$ cat config.mk
export PLATFORM = sky130hd
export DESIGN_NAME = wpv_rot_cell
export DESIGN_NICKNAME = d
export VERILOG_FILES = /design/src/rtl/wpv_pkg.sv /design/src/rtl/wpv_rot_cell.sv
export SDC_FILE = /design/constraint.sdc
export NUM_CORES = 1
export LEC_CHECK = 0
export ABC_CLOCK_PERIOD_IN_PS = 44600
export BUFFER_PORTS_ARGS = -buffer_cell sky130_fd_sc_hd__buf_2
export CAP_MARGIN = 25
export CORE_AREA = 4 4 516 518
export DETAILED_ROUTE_END_ITERATION = 7
export DIE_AREA = 0 0 520 522
export PLACE_DENSITY = 0.31
export SLEW_MARGIN = 20
export SYNTH_ARGS = -nofsm -noshare
export SYNTH_HDL_FRONTEND = slang
export SYNTH_SLANG_ARGS = --single-unit
$ cat constraint.sdc
create_clock -name clk -period 44.6 [get_ports clk]
set_input_delay 0 -clock clk [delete_from_list [all_inputs] [get_ports clk]]
set_output_delay 0 -clock clk [all_outputs]
set_load 0.005 [all_outputs]
$ cat src/rtl/wpv_pkg.sv
package wpv_pkg;

  // Square root of the squared distance: one result bit per cell
  localparam int ROOT_STEPS = 25;
  // Long division for the distance factor: one quotient bit per cell
  localparam int DIV_STEPS = 16;

  localparam logic [2:0] REG_REACH_TOL  = 3'd0;
  localparam logic [2:0] REG_TURN_GAIN  = 3'd1;
  localparam logic [2:0] REG_TURN_LIMIT = 3'd2;
  localparam logic [2:0] REG_SLOW_RAD   = 3'd3;
  localparam logic [2:0] REG_CRUISE     = 3'd4;

  localparam logic signed [26:0] VEC_HALF_TURN = 27'sd11796480;   // 180 deg in 2^-16 deg
  localparam logic [16:0] FULL_TURN_X2 = 17'd46080;
  localparam logic [16:0] FULL_TURN    = 17'd23040;
  localparam logic signed [17:0] FULL_TURN_S = 18'sd23040;
  localparam logic signed [17:0] HALF_TURN_S = 18'sd11520;
  localparam logic [13:0] QUARTER_TURN = 14'd5760;
  localparam logic signed [19:0] ROT_START = 20'sd39797;
  localparam logic [16:0] HF_ONE = 17'd65536;

  // Item as it travels down the chain; each stage fills in its own part
  typedef struct packed {
    logic               valid;
    logic [15:0]        idx;
    logic               inv;
    logic               last;
    logic               reach;
    logic               fin;
    logic signed [24:0] dx;
    logic signed [24:0] dy;
    logic signed [15:0] hd;
    logic [49:0]        m1;
    logic [49:0]        m2;
    logic [49:0]        tolsq;
    logic [49:0]        rv;
    logic [49:0]        rr;
    logic signed [27:0] vx;
    logic signed [27:0] vy;
    logic signed [26:0] vz;
    logic signed [17:0] e;
    logic signed [32:0] tprod;
    logic               hen;
    logic signed [19:0] hx;
    logic signed [19:0] hy;
    logic signed [25:0] hz;
    logic               dsat;
    logic [23:0]        drem;
    logic [15:0]        q;
    logic [32:0]        p1;
    logic [16:0]        df;
    logic [15:0]        speed;
    logic signed [16:0] turn;
  } item_t;

  // atan(2^-i) in 2^-16 degree, rounded to nearest
  function automatic logic signed [26:0] atan_at(input int i);
    logic signed [26:0] v;
    v = '0;
    unique case (i)
      0:  v = 27'sd2949120;
      1:  v = 27'sd1740967;
      2:  v = 27'sd919879;
      3:  v = 27'sd466945;
      4:  v = 27'sd234379;
      5:  v = 27'sd117304;
      6:  v = 27'sd58666;
      7:  v = 27'sd29335;
      8:  v = 27'sd14668;
      9:  v = 27'sd7334;
      10: v = 27'sd3667;
      11: v = 27'sd1833;
      12: v = 27'sd917;
      13: v = 27'sd458;
      14: v = 27'sd229;
      15: v = 27'sd115;
      16: v = 27'sd57;
      17: v = 27'sd29;
      18: v = 27'sd14;
      19: v = 27'sd7;
      20: v = 27'sd4;
      21: v = 27'sd2;
      22: v = 27'sd1;
      default: v = 27'sd0;
    endcase
    return v;
  endfunction

endpackage

$ cat src/rtl/wpv_rot_cell.sv
module wpv_rot_cell #(
  parameter int STEP = 0,
  parameter int CORDIC_STEPS = 16
) (
  input  logic           clk,
  input  logic           rst,
  input  logic           adv,
  input  logic [22:0]    radius,
  input  wpv_pkg::item_t d,
  output wpv_pkg::item_t q
);

  wpv_pkg::item_t     nxt;
  logic signed [19:0] xs;
  logic signed [19:0] ys;
  logic [24:0]        dbl;
  logic signed [25:0] ang;

  // One cosine rotation while STEP is below CORDIC_STEPS, one quotient bit while below DIV_STEPS
  always_comb begin
    nxt = d;
    xs  = d.hx >>> STEP;
    ys  = d.hy >>> STEP;
    ang = 26'(wpv_pkg::atan_at(STEP));
    dbl = {d.drem, 1'b0};
    if (STEP < CORDIC_STEPS) begin
      if (d.hz >= 0) begin
        nxt.hx = d.hx - ys;
        nxt.hy = d.hy + xs;
        nxt.hz = d.hz - ang;
      end else begin
        nxt.hx = d.hx + ys;
        nxt.hy = d.hy - xs;
        nxt.hz = d.hz + ang;
      end
    end
    if (STEP < wpv_pkg::DIV_STEPS) begin
      if (dbl >= {2'b0, radius}) begin
        nxt.drem = 24'(dbl - {2'b0, radius});
        nxt.q    = {d.q[14:0], 1'b1};
      end else begin
        nxt.drem = dbl[23:0];
        nxt.q    = {d.q[14:0], 1'b0};
      end
    end
  end

  // Hand the item to the next cell
  always_ff @(posedge clk) begin
    if (rst) begin
      q.valid <= 1'b0;
    end else if (adv) begin
      q <= nxt;
    end
  end

endmodule

## Word level (Yosys, flattened, before mapping)

Cells that the tools add are included.

- Multiplexer cells: 2
- Bitwise logic cells: 1
- $add $sub $neg: 6
- Reductions and logical operators: 1
- Magnitude comparators: 2

Operators with widths:

| kind | count |
|---|---|
| 66-bit two-way mux | 1 |
| 40-bit two-way mux | 1 |
| 20-bit subtractor | 2 |
| 26-bit by 23-bit adder with 26-bit output, second input constant | 1 |
| 26-bit by 1-bit >= comparator with 1-bit output, second input constant | 1 |
| 26-bit by 23-bit subtractor with 26-bit output, second input constant | 1 |
| 25-bit by 23-bit >= comparator with 1-bit output | 1 |
| 24-bit by 23-bit subtractor with 24-bit output | 1 |
| 20-bit adder | 1 |
| 2-bit AND reduction | 1 |
| 1-bit inverter | 1 |

- Output and inout bits: 662
- Logic and storage cells: 43
- Input bits: 688
- Bits in registers: 662

## Longest topological paths before layout

- Word-level depth: 2
- Gate-level depth with buffers: 15

## Least setup slack after synthesis

OpenSTA, ideal clock, no wires.

- Path type: input port to flip-flop
- From: in rst
- To: reg q[0] (netlist bit), enable pin
- Data required time: 42,809 ps
- Slack: 13,695 ps
- Library setup time: 1,791 ps
- Arrival: 29,114 ps
- Stages on the path: 1
- Cells stage by stage: nor2b_1

- Longest elaborated chain between the ends: 2

RTL lines:

| item | RTL line | text |
|---|---|---|
| start: declaration | wpv_rot_cell.sv:6 | `input logic rst,` |
| 1-bit inverter (no line) | - |  |
| 2-bit AND reduction (no line) | - |  |
| end signal: assignment | wpv_rot_cell.sv:53 | `q <= nxt;` |
| end: declaration | wpv_rot_cell.sv:10 | `output wpv_pkg::item_t q` |

Every way passes these cells.
A chain may end at the register's enable or synchronous reset.

==> results_dict.tcl <==
set metrics [dict create \
    setup_ws_ps 39720 \
    avgRoutedWirePerCell_um 28.1 \
    start_kind "primary input" \
    antenna_found_initial 123 \
    synth_ff_type "edfxtp_1" \
    cap_viol_max_count 0 \
    fin_setup_tns_ps 0 \
    final_util 0.193 \
    async_flop_share 0 \
    whs_ps 70.3 \
    cts_made_buffers 95 \
    critPathTopFamily "buffers and inverters" \
    multiInputGateArea_um2 4860 \
    clk_pin_slew_ps 60 \
    syn_area_um2 25200 \
    ff_latch_area_um2 19800 \
    cts_buffer_depth 3 \
    ios 1350 \
    postCtsSetupBuffers 0 \
    rr_worst_depth 3 \
    clock_skew_ps 0 \
    period_share 0.109 \
    cpPeakStageDelay_ps 580 \
    synth_top_cell_by_area "edfxtp_1" \
    crit_type "in2reg" \
    setup_viol 0 \
    nFillCells 28900 \
    netlist_instances 1471 \
    initialDrtViolationCount 1582 \
    chipHeight_um 522 \
    drive_above_1_share 0.379 \
    yosysMostFrequentCell "edfxtp_1" \
    first_global_vias 25000 \
    vias 24000 \
    die_w_um 520 \
    crit_slowest_cell "dlygate4sd3_1" \
    max_freq_mhz 205 \
    syn_nets 2253 \
    clkPwrFrac 0.429 \
    power_density_nw_per_um2 37.3 \
    r2r_setup_slack_ps 43450 \
    ant_nets 0 \
    grt_usage 0.150 \
    cp.depth 16 \
    min_path_type "in2reg" \
    largest-register "q" \
    clockRootBuffer "clkbuf_16" \
    drc 0 \
    rsz0062_at_grt "false" \
    power_leakage_nw 20.2 \
    die-area_um2 271000 \
    p_total_mw 1.88 \
    hpwl_mm 179 \
    worstPathArrival_ps 5320 \
    synth.yosys.warnings 0 \
    grt_start_max_net_pins 166 \
    finalWirelength_mm 214 \
    period_needed_ps 4880 \
    ys_seq_area_frac 0.786 \
    numClockSinks 661 \
    largest_reg_flops 661 \
    crit_path_max_fanout 49 \
    h-tree-depth 3 \
    synth.avg_cell_area_um2 17.2 \
    synth-seq-cells 661 \
    syn2layout_area_growth_pct 100 \
    maxSlewHeadroom 0.267 \
    holdPathStages 4 \
    combPwrFrac 0.171 \
    synth_cell_types 82 \
    swShare 0.281 \
    netSwitchingPower_mw 0.530 \
    synth_edf_count 660 \
    clock_latency_ps 690 \
    power_frac_seq 0.400 \
    place_ws_ps 39840 \
    cts_tree "yes" \
    cp.buffers_inverters 7 \
    tightest_slew_ps 1100 \
    cp.required_ps 45040 \
    final_hold_viol_count 0 \
    critical_path.most_common_cell "dlygate4sd3_1" \
    synthTopCellsByArea "edfxtp_1 79%, ha_1 4.4%, a21oi_1 1.8%, xnor2_1 1.8%, inv_1 1.4%" \
    largestRegisters "q: 661 flops" \
    fin_nets 4757 \
    gp_congestion 0.850 \
    start_util 0.0965 \
    crit_path_end_kind "flip-flop" \
    cts_resized 0 \
    crit_chain "dlygate4sd3_1, buf_2, inv_1, ha_1, nor4b_2, nand4_1, o21ai_4, buf_4, ha_1, nor2_1, o2111ai_1, dlygate4sd3_1, nand2_1, dlygate4sd3_1, nor3_1, dlygate4sd3_1" \
    drv_slew 0 \
    ir_drop_mv 0.0275 \
    core.rowCount 188 \
    grt_overflow 0 \
    port_buffers 1348 \
    drtPass1Iterations 5 \
    synthTopCellsByCount "660 x edfxtp_1, 97 x inv_1, 91 x a21oi_1, 89 x ha_1, 63 x nor2_1" \
    status "completed" \
    core-area_um2 262000 \
    via_per_inst 3.15 \
    grt_pass1_wl_mm 266 \
    synth.top_cell.area_share 0.786 \
    p_int_mw 1.35 \
]
## metrics by stage
stage,instance area [µm²],std cells
3_5_place_dp,36300,6306
3_3_place_gp,36300,6306
6_report,50500,7610
5_1_grt,50500,7593
2_1_floorplan,25200,1471
4_1_cts,50400,7570
## routing by layer
layer | part of all wire | up-vias | track usage
met1 | 0.35 | 11800 | 0.153
met3 | 0.12 | 325 | 0.0792
met2 | 0.50 | 1198 | 0.266
met4 | 0.036 | 18 | 0.0453
met5 | 0.00053 | - | 0
li1 | - | 10700 | -
## cells in the final DEF, fill, tap and decap left out, types with 11 or more instances in the layout
master / n
a21o_1: 32
a21oi_1: 91
a31oi_1: 17
buf_2: 1348
bufinv_16: 13
clkbuf_1: 18
clkbuf_16: 95
clkinv_1: 17
clkinv_2: 13
diode_2: 40
dlygate4sd3_1: 1087
edfxtp_1: 660
ha_1: 89
inv_1: 97
nand2_1: 46
nand3_1: 15
nor2_1: 63
nor3_1: 26
o21a_1: 11
o21ai_0: 51
o21bai_1: 11
xnor2_1: 51
## logic make-up after synthesis
family	Yosys count	share of synthesized area
AOI/OAI and AO/OA	281	0.0720
xor gates and xnor gates	59	0.0205
adders and majority gates	94	0.0481
buffers and inverters	137	0.0224
DFF	661	0.786
muxes	9	0.00426
and+or+nand+nor	230	0.0464
## timing repair
| item | in CTS | in global routing |
|---|---|---|
| endpoints found under the setup margin | 0 | 0 |
| endpoints found under the hold margin | 651 | 0 |
| hold buffers | 1087 | 0 |
## worst min-delay path: stages
cell     delay, ps
buf_2          120
ha_1           200
fa_1           170
a21oi_1         80
## worst paths after layout
| kind | from | to |
|---|---|---|
| setup / recovery | d[149] | q[149]$_DFFE_PP_ |
| hold / removal | d[150] | q[171]$_DFFE_PP_ |
| setup reg to reg | q[661]$_SDFFE_PP0P_ | q[661]$_SDFFE_PP0P_ |
| hold reg to reg | q[661]$_SDFFE_PP0P_ | q[661]$_SDFFE_PP0P_ |
## power by group through the flow
stage	clock, mW	sequential (mW)	combinational, mW
6_report	0.809	0.753	0.323
5_1_grt	0.867	0.757	0.348
4_1_cts	0.848	0.754	0.334
3_5_place_dp	0	0.765	0.243
3_3_place_gp	0	0.766	0.245
2_1_floorplan	0	0.797	0.0684
## layout make-up
cell class	count	share of cell area
clock buffers	113	0.0484
well taps	3515	0.0870
flip-flops and latches	661	0.393
inverters	98	0.00728
repair buffers	2446	0.351
diodes	40	0.00198
clock inverters	64	0.0158
multi-input cells	673	0.0961
No activity file was read; power rests on OpenSTA's default activity.
