`config.mk`:
```
export PLATFORM = sky130hd
export DESIGN_NAME = wpv_root_cell
export DESIGN_NICKNAME = d
export VERILOG_FILES = /design/src/rtl/wpv_pkg.sv /design/src/rtl/wpv_root_cell.sv
export SDC_FILE = /design/constraint.sdc
export NUM_CORES = 1
export LEC_CHECK = 0
export BUFFER_PORTS_ARGS = -buffer_cell sky130_fd_sc_hd__buf_4
export CORE_AREA = 2 2 515 517
export CTS_CLUSTER_SIZE = 16
export DETAILED_ROUTE_END_ITERATION = 10
export DIE_AREA = 0 0 517 519
export SETUP_SLACK_MARGIN = 0.3
export SLEW_MARGIN = 30
export SYNTH_ARGS = -nofsm -noshare
export SYNTH_HDL_FRONTEND = slang
export SYNTH_SLANG_ARGS = --single-unit
```
`constraint.sdc`:
```
create_clock -name clk -period 40.5 [get_ports clk]
set_input_delay 10.125 -clock clk [delete_from_list [all_inputs] [get_ports clk]]
set_output_delay 10.125 -clock clk [all_outputs]
set_load 0.05 [all_outputs]
```
`src/rtl/wpv_pkg.sv`:
```
package wpv_pkg;

  // Square root of the squared distance: one result bit per cell
  localparam int ROOT_STEPS = 25;
  // Long division for the distance factor: one quotient bit per cell
  localparam int DIV_STEPS = 16;

  localparam logic [2:0] REG_REACH_TOL  = 3'd0;
  localparam logic [2:0] REG_TURN_GAIN  = 3'd1;
  localparam logic [2:0] REG_TURN_LIMIT = 3'd2;
  localparam logic [2:0] REG_SLOW_RAD   = 3'd3;
  localparam logic [2:0] REG_CRUISE     = 3'd4;

  localparam logic signed [26:0] VEC_HALF_TURN = 27'sd11796480;   // 180 deg in 2^-16 deg
  localparam logic [16:0] FULL_TURN_X2 = 17'd46080;
  localparam logic [16:0] FULL_TURN    = 17'd23040;
  localparam logic signed [17:0] FULL_TURN_S = 18'sd23040;
  localparam logic signed [17:0] HALF_TURN_S = 18'sd11520;
  localparam logic [13:0] QUARTER_TURN = 14'd5760;
  localparam logic signed [19:0] ROT_START = 20'sd39797;
  localparam logic [16:0] HF_ONE = 17'd65536;

  // Item as it travels down the chain; each stage fills in its own part
  typedef struct packed {
    logic               valid;
    logic [15:0]        idx;
    logic               inv;
    logic               last;
    logic               reach;
    logic               fin;
    logic signed [24:0] dx;
    logic signed [24:0] dy;
    logic signed [15:0] hd;
    logic [49:0]        m1;
    logic [49:0]        m2;
    logic [49:0]        tolsq;
    logic [49:0]        rv;
    logic [49:0]        rr;
    logic signed [27:0] vx;
    logic signed [27:0] vy;
    logic signed [26:0] vz;
    logic signed [17:0] e;
    logic signed [32:0] tprod;
    logic               hen;
    logic signed [19:0] hx;
    logic signed [19:0] hy;
    logic signed [25:0] hz;
    logic               dsat;
    logic [23:0]        drem;
    logic [15:0]        q;
    logic [32:0]        p1;
    logic [16:0]        df;
    logic [15:0]        speed;
    logic signed [16:0] turn;
  } item_t;

  // atan(2^-i) in 2^-16 degree, rounded to nearest
  function automatic logic signed [26:0] atan_at(input int i);
    logic signed [26:0] v;
    v = '0;
    unique case (i)
      0:  v = 27'sd2949120;
      1:  v = 27'sd1740967;
      2:  v = 27'sd919879;
      3:  v = 27'sd466945;
      4:  v = 27'sd234379;
      5:  v = 27'sd117304;
      6:  v = 27'sd58666;
      7:  v = 27'sd29335;
      8:  v = 27'sd14668;
      9:  v = 27'sd7334;
      10: v = 27'sd3667;
      11: v = 27'sd1833;
      12: v = 27'sd917;
      13: v = 27'sd458;
      14: v = 27'sd229;
      15: v = 27'sd115;
      16: v = 27'sd57;
      17: v = 27'sd29;
      18: v = 27'sd14;
      19: v = 27'sd7;
      20: v = 27'sd4;
      21: v = 27'sd2;
      22: v = 27'sd1;
      default: v = 27'sd0;
    endcase
    return v;
  endfunction

endpackage

```
`src/rtl/wpv_root_cell.sv`:
```
module wpv_root_cell #(
  parameter int STEP = 0,
  parameter int CORDIC_STEPS = 16
) (
  input  logic           clk,
  input  logic           rst,
  input  logic           adv,
  input  wpv_pkg::item_t d,
  output wpv_pkg::item_t q
);

  localparam logic [49:0] BIT = 50'(1) << (48 - 2 * STEP);

  wpv_pkg::item_t     nxt;
  logic [49:0]        trial;
  logic signed [27:0] xs;
  logic signed [27:0] ys;

  // One square root bit, and one vectoring rotation while STEP is below CORDIC_STEPS
  always_comb begin
    nxt   = d;
    trial = d.rr + BIT;
    xs    = d.vx >>> STEP;
    ys    = d.vy >>> STEP;
    if (d.rv >= trial) begin
      nxt.rv = d.rv - trial;
      nxt.rr = (d.rr >> 1) + BIT;
    end else begin
      nxt.rr = d.rr >> 1;
    end
    if (STEP < CORDIC_STEPS) begin
      if (d.vy > 0) begin
        nxt.vx = d.vx + ys;
        nxt.vy = d.vy - xs;
        nxt.vz = d.vz + wpv_pkg::atan_at(STEP);
      end else begin
        nxt.vx = d.vx - ys;
        nxt.vy = d.vy + xs;
        nxt.vz = d.vz - wpv_pkg::atan_at(STEP);
      end
    end
  end

  // Hand the item to the next cell
  always_ff @(posedge clk) begin
    if (rst) begin
      q.valid <= 1'b0;
    end else if (adv) begin
      q <= nxt;
    end
  end

endmodule

```
# Word-level counts from Yosys, hierarchy flattened
# Cells that the tools add are included.
# W data, S select, Z words.
[word_totals]
out_inout_bits = 662
latchBits = 0
n_memories = 0
reg_bits = 662
mem_bits_ro = 0
in_bits = 665
mem_bits_rw = 0
word_cells = 46
[op_classes]
n_addsub = 8
div_mod_pow = 0
shifts = 0
mul = 0
n_lt_le_gt_ge = 2
n_eq_ne = 0
muxes = 3
reduce_logical = 1
bitwise_logic = 1
[op_table]
columns = ["op", "n"]
rows = [
  ["$mux W83", 1],
  ["$sub A28 B28 Y28", 2],
  ["$add A49 B49 Y50 const B", 1],
  ["$add A50 B49 Y50 const B", 1],
  ["$ge A50 B50 Y1", 1],
  ["$mux W50", 1],
  ["$sub A50 B50 Y50", 1],
  ["$mux W49", 1],
  ["$add A28 B28 Y28", 1],
  ["$gt A28 B1 Y1 const B", 1],
  ["$add A27 B23 Y27 const B", 1],
  ["$sub A27 B23 Y27 const B", 1],
  ["$reduce_and A2 Y1", 1],
  ["$not A1 Y1", 1],
]

# Longest topological paths before layout
[depth]
word_depth = 3
ltp_mapped = 17
ltp_nobuf = 15

# Worst setup path before layout
# Ideal clock, no wire load.
[synth_timing]
path_type = "input-to-reg"
start = "input port rst"
end = "register q[0] (netlist name), enable pin"
required_time_ps = 38709
slack_ps = -530
t_arrival_ps = 39239
setup_time_ps = 1791
path_buffers = 0
path_stages = 1
path_cell_list = "nor2b_1"
[synth_between]
elab_chain_len = 2
[synth_rtl]
columns = ["element", "line", "text"]
rows = [
  ["start: declaration", "wpv_root_cell.sv:6", "input logic rst,"],
  ["$not A1 Y1 (no source line)", "-", ""],
  ["$reduce_and A2 Y1 (no source line)", "-", ""],
  ["end signal: assignment", "wpv_root_cell.sv:49", "q <= nxt;"],
  ["end: declaration", "wpv_root_cell.sv:9", "output wpv_pkg::item_t q"],
]
# Every way passes these cells.
# A chain may end at the register's enable or synchronous reset.

==> impl_results.md <==
- Met3 wire len: approximately 23000 um
- CTS Hold Buffers Added: 0
- Syn_nets: between 2k and 3k
- GRT Residual Overflow: 0
- Longest Clk Path Bufs: 4
- Die extent in y: 519 um
- Starting Density: 10.7%
- # setup viols final: 0
- P_leak: 18.2 nW
- Initial DRC count: 1762
- Die area: 0.268 sq mm
- Ys Warns: 0
- Total power: between 2 and 2.5 mW
- Seq/Total Area, Yosys: 70.4%
- Worst skew pair latency: 0.74 ns
- DR DRC count: 0
- Tcrit/Tclk final: 33.6%
- Cell taking the most area after synthesis: edfxtp_1
- Clk pwr share: 38.7%
- Final core utilization: 17.3%
- First-pass GRT wire length: approximately 290000 um
- Most flop-heavy register: q
- Main synth FF type: edfxtp_1
- Vias in the first global route: 23.3k
- Flops & latches, synth: 661
- Layout Nets: 4155
- Highest Signal Layer: met5
- Post-route ant nets: 0
- Crit-path max FO: 82
- Mapped Cells: 1964
- GRT Total Usage: 17.2%
- Drt total wl: 241000 um
- Core area: 0.263 sq mm
- H-tree Lvls: 3
- Bufs and invs on worst path: 4
- Unrepaired setup endpoints after global routing: no
- Kind of critical path: in2reg
- Syn Std Cell Area: 0.0282 sq mm
- Final TNS setup: 0 ns
- Vias: approximately 24k
- Reg power frac: 37.2%
- Met2 WL post-DR: 124000 um
- Internal power: 1.49 mW
- Root buffer cell: clkbuf_16
- Wire length per cell: 34.6 um
- Synth async-reset ratio: 0%
- Pin count of the biggest net entering global routing: about 130
- Largest regs: q x661
- Final non-filler cell total: 6963
- Crit-path cells: buf_4 > inv_1 > ha_1 > inv_1 > fa_1 > a211oi_1 > o21ai_1 > nand3_1 > a21oi_1 > o21ai_1 > a211oi_1 > or3_1 > a21boi_4 > buf_4 > mux2_1
- Crit path max-delay family: compound AO/OA/AOI/OAI gates
- Hold WS: roughly 0.53 ns
- I/O Buffers: 1326
- Placer's final routability congestion estimate: 0.993
- Synth cell count leaders: edfxtp_1 (660), a21oi_1 (153), inv_1 (147)
- Post-Syn Area per Cell: 14.3 sq um
- Row count: 189
- Max Transition Viols Final: 0
- Average vias per placed instance: 3.39
- PwrDens: 49.8 mW/mm^2
- Status: finished clean
- Post-CTS Resized: 0
- Ratio of cells with drive above 1 in the final layout: 44.1%
- Total clock buffers created by CTS: 96
- Logic pwr share: 24.0%
- Class of the worst hold path: reg2reg
- Synth top area share: 70.4%
- Synth cell types: 75
- EDFF count, synth: 660
- Initial DRT Pass Iterations: 5
- Max reg flops: 661
- Slew HR: 30.7%
- Chip width: 517 um
- Sw Ratio: 34.3%
- Num ports: ~1.3k
- Count leader, synth: edfxtp_1
- P_sw: 781 uW
- Number of antenna violations at the first check in global routing: 120
- P&R area growth vs syn: 62.1%
- Final hold viol count: 0
- CTS tree: yes
- Critical Path AT: around 14 ns
- Placed cells: ~6.8k
- CP max stage delay: between 0.7 and 0.8 ns
- F_max: approximately 0.074 GHz
- Synth top area cells: edfxtp_1 (70%), ha_1 (6.2%), a21oi_1 (2.7%)
- Critical path's slowest cell: buf_4
- Clk pin slew, worst setup/hold paths: 0.06 ns
- Critical path capture point type: register
- Worst-Margin Slew: 1.04 ns
- Max Cap Violations: 0
- Final min period: 13.59 ns
- CTS Sinks: 661
- Setup crit start kind: primary input
- DP HPWL: approximately 210000 um
- Post-CTS Setup Bufs: 0
- Worst Path Required: 41.03 ns
- Post-Route Skew: 0 ns
- WL met1: 86000 um
- Max IR drop VDD: between 0.00003 and 0.00004 V
==> routing by layer <==
| metal | track usage, % | up-vias |
|---|---|---|
| met3 | 6.65 | 373 |
| li1 | - | 10100 |
| met5 | 0 | - |
| met1 | 18.0 | 11800 |
| met4 | 5.16 | 16 |
| met2 | 31.4 | 1306 |
==> metrics by stage <==
stage / cell area [sq um] / setup slack (ns)
2_1_floorplan: 28200 / 12.77
3_5_place_dp: 42400 / 26.10
6_report: 45700 / 26.91
4_1_cts: 45600 / 26.96
3_3_place_gp: 42400 / 25.97
5_1_grt: 45600 / 26.68
==> power groups by stage <==
| stage | Combinational (mW) | Clock [mW] | Sequential [mW] |
|---|---|---|---|
| after floorplan | 0.118 | 0 | 1.04 |
| after global placement | 0.556 | 0 | 0.861 |
| after detailed placement | 0.554 | 0 | 0.860 |
| after CTS | 0.557 | 0.920 | 0.848 |
| after global routing | 0.573 | 0.940 | 0.851 |
| final | 0.546 | 0.882 | 0.847 |
==> worst register-to-register path, stage by stage (launching register included) <==
cell and delay, ns:
dfxtp_1 0.32, mux2i_1 0.14, nor2_1 0.05
==> cells in the final DEF, fill, tap and decap left out, types with 45 or more instances in the layout <==
| cell type | synthesis | layout |
|---|---|---|
| inv_1 | 147 | 147 |
| o21ai_0 | 105 | 105 |
| nor2_1 | 97 | 97 |
| edfxtp_1 | 660 | 660 |
| buf_4 | 1 | 1339 |
| nand2_1 | 122 | 122 |
| a21oi_1 | 153 | 153 |
| xnor2_1 | 80 | 80 |
| ha_1 | 140 | 140 |
| clkbuf_16 | 0 | 97 |
| a21o_1 | 45 | 45 |
==> kinds of logic (layout without fill, tap and decap cells) <==
family	Yosys count	after routing	synth area share, %
buffers and inverters	209	1659	2.89
flip-flops	661	661	70.4
other	0	16	0
multiplexers	13	13	0.471
AO/OA/AOI/OAI	457	457	10.1
XOR/XNOR	106	106	3.30
adder cells (fa/ha/maj)	145	145	6.57
AND/OR/NAND/NOR	373	373	6.24
==> path summary, 6_finish.rpt <==
check | from | to | slack (ns) | depth (start not counted)
setup reg to reg | q[661] | q[661] | 39.89 | 2
hold / removal | q[661] | q[661] | 0.53 | 2
hold reg to reg | q[661] | q[661] | 0.53 | 2
setup / recovery | d[375] | q[389] | 26.91 | 15
==> final cells by class <==
| type | instances | area, sq um |
|---|---|---|
| flip-flops and latches | 661 | 19800 |
| inverters | 150 | 563 |
| diodes | 16 | 40.0 |
| clock buffers | 108 | 2470 |
| repair buffers | 1342 | 10100 |
| multi-input cells | 1094 | 7520 |
| clock inverters | 59 | 708 |
| fillers | 29200 | 218000 |
| well taps | 3533 | 4420 |
(Power assumes the default switching activity.)
